`src/nsps_pkg.sv`:
```
`default_nettype none
// ----------------------------------------------------------------------------
// nsps_pkg
// Shared widths, codes, unit handshake types and coordinate helpers for the
// nearest segment point search core.
// ----------------------------------------------------------------------------
package nsps_pkg;

    localparam int COORD_BITS       = 16;
    localparam int LABEL_BITS       = 16;
    localparam int DIST_BITS        = 17;
    localparam int SEG_W            = 4 * COORD_BITS;
    localparam int MAX_SEGMENTS_DEF = 1024;

    // divide / root unit widths
    localparam int DVD_W  = 68;   // dividend, 4*c^2 at most
    localparam int DEN_W  = 35;   // divisor, 2*|b-a|^2 at most
    localparam int REM_W  = DEN_W + 1;
    localparam int QUO_W  = 38;   // quotient and root operand
    localparam int ROOT_W = QUO_W / 2;

    localparam logic [1:0] ACT_CLEAR = 2'd0;
    localparam logic [1:0] ACT_LOAD  = 2'd1;
    localparam logic [1:0] ACT_QUERY = 2'd2;

    localparam logic [1:0] ST_OK    = 2'd0;
    localparam logic [1:0] ST_EMPTY = 2'd1;
    localparam logic [1:0] ST_FULL  = 2'd2;

    typedef enum logic {DU_DIV, DU_SQRT} t_du_mode;

    typedef struct packed {
        logic               start;
        t_du_mode           mode;
        logic [DVD_W-1:0]   dividend;
        logic [DEN_W-1:0]   divisor;
    } t_du_req;

    typedef struct packed {
        logic               done;
        logic [QUO_W-1:0]   quo;
        logic               rem_nz;
        logic [ROOT_W-1:0]  root;
    } t_du_rsp;

    typedef struct packed {
        logic               neg;
        logic [DVD_W-1:0]   mag;
    } t_num;

    // numerator 2*d*t + l2 as sign and magnitude; m = |d|*t
    function automatic t_num coord_num(input logic dneg, input logic [49:0] m,
                                       input logic [34:0] l2);
        t_num        res;
        logic [51:0] m2;
        logic [51:0] l2w;
        m2  = 52'({m, 1'b0});
        l2w = 52'(l2);
        if (!dneg) begin
            res.neg = 1'b0;
            res.mag = DVD_W'(m2 + l2w);
        end else if (m2 > l2w) begin
            res.neg = 1'b1;
            res.mag = DVD_W'(m2 - l2w);
        end else begin
            res.neg = 1'b0;
            res.mag = DVD_W'(l2w - m2);
        end
        return res;
    endfunction

    // floor quotient plus start coordinate, then truncate toward zero
    function automatic logic [COORD_BITS-1:0] coord_fix(
        input logic signed [COORD_BITS-1:0] a, input logic neg,
        input logic [17:0] q, input logic nz);
        logic signed [19:0] qs;
        logic signed [19:0] f;
        logic signed [19:0] r;
        qs = neg ? -($signed({2'b00, q}) + $signed({19'b0, nz}))
                 : $signed({2'b00, q});
        f  = {{(20-COORD_BITS){a[COORD_BITS-1]}}, a} + qs;
        r  = f + $signed({19'b0, f[19] & nz});
        return r[COORD_BITS-1:0];
    endfunction

endpackage
`default_nettype wire

```
`src/nsps_divsqrt.sv`:
```
`default_nettype none
// ----------------------------------------------------------------------------
// nsps_divsqrt
// Shared iterative unit: restoring divide, one quotient bit a cycle, or
// integer square root, one root bit a cycle.
// ----------------------------------------------------------------------------
module nsps_divsqrt
    import nsps_pkg::*;
(
    input  wire logic    i_clk,
    input  wire logic    i_rst_n,
    input  wire t_du_req i_req,
    output t_du_rsp      o_rsp
);

    logic              r_busy;
    logic              r_done;
    t_du_mode          r_mode;
    logic [5:0]        r_cnt;
    logic [REM_W-1:0]  r_rem;
    logic [QUO_W-1:0]  r_sh;
    logic [ROOT_W-1:0] r_root;
    logic [DEN_W-1:0]  r_den;

    logic [REM_W-1:0]  div_trial;
    logic              div_ge;
    logic [REM_W-1:0]  sq_trem;
    logic [REM_W-1:0]  sq_trial;
    logic              sq_ge;

    assign div_trial = {r_rem[REM_W-2:0], r_sh[QUO_W-1]};
    assign div_ge    = div_trial >= {1'b0, r_den};
    assign sq_trem   = {r_rem[REM_W-3:0], r_sh[QUO_W-1 -: 2]};
    assign sq_trial  = REM_W'({r_root, 2'b01});
    assign sq_ge     = sq_trem >= sq_trial;

    always_ff @(posedge i_clk) begin
        if (!i_rst_n) begin
            r_busy <= 1'b0;
            r_done <= 1'b0;
            r_cnt  <= '0;
        end else begin
            r_done <= 1'b0;
            if (i_req.start) begin
                r_busy <= 1'b1;
                r_mode <= i_req.mode;
                r_den  <= i_req.divisor;
                r_sh   <= i_req.dividend[QUO_W-1:0];
                r_root <= '0;
                if (i_req.mode == DU_DIV) begin
                    r_rem <= REM_W'(i_req.dividend[DVD_W-1:QUO_W]);
                    r_cnt <= 6'(QUO_W);
                end else begin
                    r_rem <= '0;
                    r_cnt <= 6'(ROOT_W);
                end
            end else if (r_busy) begin
                if (r_mode == DU_DIV) begin
                    r_rem <= div_ge ? div_trial - {1'b0, r_den} : div_trial;
                    r_sh  <= {r_sh[QUO_W-2:0], div_ge};
                end else begin
                    r_rem  <= sq_ge ? sq_trem - sq_trial : sq_trem;
                    r_sh   <= {r_sh[QUO_W-3:0], 2'b00};
                    r_root <= {r_root[ROOT_W-2:0], sq_ge};
                end
                r_cnt <= r_cnt - 6'd1;
                if (r_cnt == 6'd1) begin
                    r_busy <= 1'b0;
                    r_done <= 1'b1;
                end
            end
        end
    end

    assign o_rsp.done   = r_done;
    assign o_rsp.quo    = r_sh;
    assign o_rsp.rem_nz = r_rem != '0;
    assign o_rsp.root   = r_root;

endmodule
`default_nettype wire

```
`config.mk`:
```
export PLATFORM = sky130hd
export DESIGN_NAME = nsps_divsqrt
export DESIGN_NICKNAME = d
export VERILOG_FILES = /design/src/nsps_pkg.sv /design/src/nsps_divsqrt.sv
export SDC_FILE = /design/constraint.sdc
export NUM_CORES = 1
export LEC_CHECK = 0
export ABC_AREA = 1
export BUFFER_PORTS_ARGS = -buffer_cell sky130_fd_sc_hd__buf_2
export CAP_MARGIN = 20
export CORE_MARGIN = 2
export CORE_UTILIZATION = 35
export CTS_BUF_LIST = sky130_fd_sc_hd__clkbuf_8
export DETAILED_ROUTE_END_ITERATION = 8
export PLACE_DENSITY = 0.52
export REMOVE_ABC_BUFFERS = 1
export SYNTH_ARGS = -nofsm -noshare
export SYNTH_HDL_FRONTEND = slang
export SYNTH_SLANG_ARGS = --single-unit
```
`constraint.sdc`:
```
create_clock -name i_clk -period 5.4 [get_ports i_clk]
set_input_delay 0.27 -clock i_clk [delete_from_list [all_inputs] [get_ports i_clk]]
set_output_delay 0.27 -clock i_clk [all_outputs]
set_load 0.005 [all_outputs]
```
==> results.yml <==
timing:
  slew_viol_final: 0
  maxSlewHeadroom: 0.387
  grt_setup_unrepaired: "no"
  period_minus_slack_ns: 3.65
  finalSetupTns_ns: 0
  clock.fmax_mhz: 274
  tightestPinTransition_ns: 0.917
  finalSetupViolCount: 0
  skew_ns: 0.0244
  hold_ws_ns: 0.0536
  finalHoldViolations: 0
  finalCritPeriodShare: 0.676
floorplan:
  initial_core_util: 0.355
  pin_count: 166
  fp.dieW_um: 183
  design.die.area_mm2: 0.0335
  chipHeight_um: 183
  core_mm2: 0.0316
  row_count: 65
setup_path:
  worstSetupPathType: "flip-flop to flip-flop"
  setup.worst_path.start: "r_sh[37]"
  cp_data_arrival_time_ns: 3.86
  r2r_start: "r_sh[37]"
  end_kind: "flip-flop"
  cp_slowest_cell: "edfxtp_1"
  crit_fanout: 55
  cp_slowest_stage_delay_ns: 0.54
  cpMostUsedCell: "nand3_1"
  crit_chain: "inv_1 > ha_1 > fa_1 > inv_1 > nand3_1 > nand3_1 > nand4_1 > nand3_2 > nand2_4 > nand2_8 > nand2_1 > o21ai_0 > o21ai_1 > nand3_1"
  critical_path_required_ns: 5.61
  cp-start-kind: "flip-flop"
route:
  drt-initial-drc-count: 909
  via_per_inst: 5.04
  route.detailed.drc: 0
  drt_pre_antenna_iters: 6
  vias: 11200
  detail_route.wl_per_cell_um: 18.0
  ant_nets: 0
  totalWireLength_um: 39900
yosys:
  synthDominantCellAreaShare: 0.346
  avgSynthCellArea_um2: 6.99
  ys_types: 48
  yosys_most_used_dff: "edfxtp_1"
  synthCells: 1603
  seq_area_frac_synth: 0.360
  netlist_area_mm2: 0.0112
  synth_seq_cells: 137
  yosys-top-cells-area: "edfxtp_1 (35%), nand2_1 (17%), inv_1 (9.2%)"
  synth-edff-count: 129
  async_flop_share: 0
  ys_warn_count: 0
  synth.largest_area_cell: "edfxtp_1"
global_route:
  grt_pass1_wl_um: 61000
  grt-ovfl-total: 0
  antenna_found_initial: 0
  grt_usage: 0.241
  grt_pass1_vias: 10700
  grt_max_degree: 62
cts:
  cts_htree_levels: 4
  cts_buffer_depth: 2
  cts_sinks: 137
  cts_tree: "built"
  clk_pin_slew_ns: 0.09
  postCtsResizedCells: 0
  clkLatencyLatePin_ns: 0.50
  cts_made_buffers: 17
  root_buffer: "clkbuf_8"
layout:
  layout_commonest_cell: "nand2_1"
  diodes: 0
  area_delta_synth_final_pct: 17.6
  layout-drive-gt1-share: 0.132
  layout_common_cells: "nand2_1 (509), inv_1 (277), buf_2 (165), nor2_1 (146), nand3_1 (145)"
  layout.nets: 1962
hold_path:
  hp-class: "input pin to flip-flop"
  hp-start: "i_req[38]"
place:
  dpl.hpwl_um: 31700
  gp_congestion: 0.999
  portBuffers: 165
power:
  ir_worst_vdd_mv: 0.192
  power.total_uw: 3430
  powerDensity_mw_per_mm2: 261
  p_leak_uw: 0.00645
run_status:
  outcome: "finished, final reports clean"
run:
  drv_cap: 0
## state kept, by name, summed over array words and instances, names as in the netlist
signal / flops
r_rem: 36
r_busy: 1
r_sh: 38
r_done: 1
r_cnt: 6
r_root: 19
r_mode: 1
r_den: 35
## synthesized netlist by cell type (2+ instances only)
cell	n
nand2_1	509
inv_1	276
nor2_1	148
nand3_1	145
edfxtp_1	129
a21oi_1	69
ha_1	58
o221ai_1	36
o21ai_0	28
xnor2_1	28
o211ai_1	25
clkbuf_1	24
nor3_1	16
nand4_1	13
o21bai_1	11
dfxtp_1	8
nor4_1	8
o21ai_1	6
xor2_1	6
nand3_2	5
nor2_2	5
buf_2	4
buf_4	4
nand2_2	4
nor2_4	4
a21oi_2	3
buf_6	3
clkinv_1	3
inv_2	3
nand2_4	2
nand3b_1	2
nand4_2	2
## power breakdown
part	internal [uW]	switching (uW)
combinational	415	786
sequential	1270	79.0
clock	410	476
total	2090	1340
## path summary, 6_finish.rpt
check | cells after the start | slack (ns) | to
worst max-delay path | 14 | 1.75 | r_rem[22]
worst min-delay path | 3 | 0.05 | r_sh[3]
worst max register to register | 14 | 1.75 | r_rem[22]
worst min register to register | 2 | 0.52 | r_cnt[3]
## worst max-delay path, delay by kind of cell (launching register included)
family                     cells  cell delay [ns]
AOI/OAI and AO/OA              2             0.37
buffers and inverters          2             0.31
and+or+nand+nor                8             1.66
adders and majority gates      2             0.44
DFF                            1             0.54
## per-layer routing
layer  wire length [um]  track usage  vias up
met3               1940       0.0344       46
li1                   -            -     5624
met1              18100        0.323     5160
met4                926       0.0723        0
met5                  0            0        -
met2              18900        0.405      320
## metrics by stage
stage	instances	cell area (um2)	util	worst slack, ns
after floorplan	1567	11000	-	0.226
after global placement	2143	12400	0.394	1.76
after detailed placement	2143	12400	0.394	1.77
after CTS	2211	13200	0.417	1.76
after global routing	2211	13200	0.417	1.54
final	2211	13200	0.417	1.75
## what timing repair did
action,CTS,global route
hold buffers,36,0
endpoints found under the setup margin,0,0
buffers inserted,0,0
hold endpoints to repair,36,0
## cells by family after synthesis
group,count (synthesis),share of synthesized area
buffers and inverters,318,0.111
and+or+nand+nor,871,0.331
DFF,137,0.360
adders and majority gates,59,0.0665
AOI/OAI and AO/OA,184,0.105
xor gates and xnor gates,34,0.0266
## final cells by class
cell class	instances	area (um2)
clock buffer	17	234
clock inverter	15	150
fill	3419	18400
inverter	282	1060
multi-input combinational	1148	5940
sequential	137	4030
tap	402	503
timing repair buffer	210	1250
Note: power is estimated with default switching activity, not from simulation.
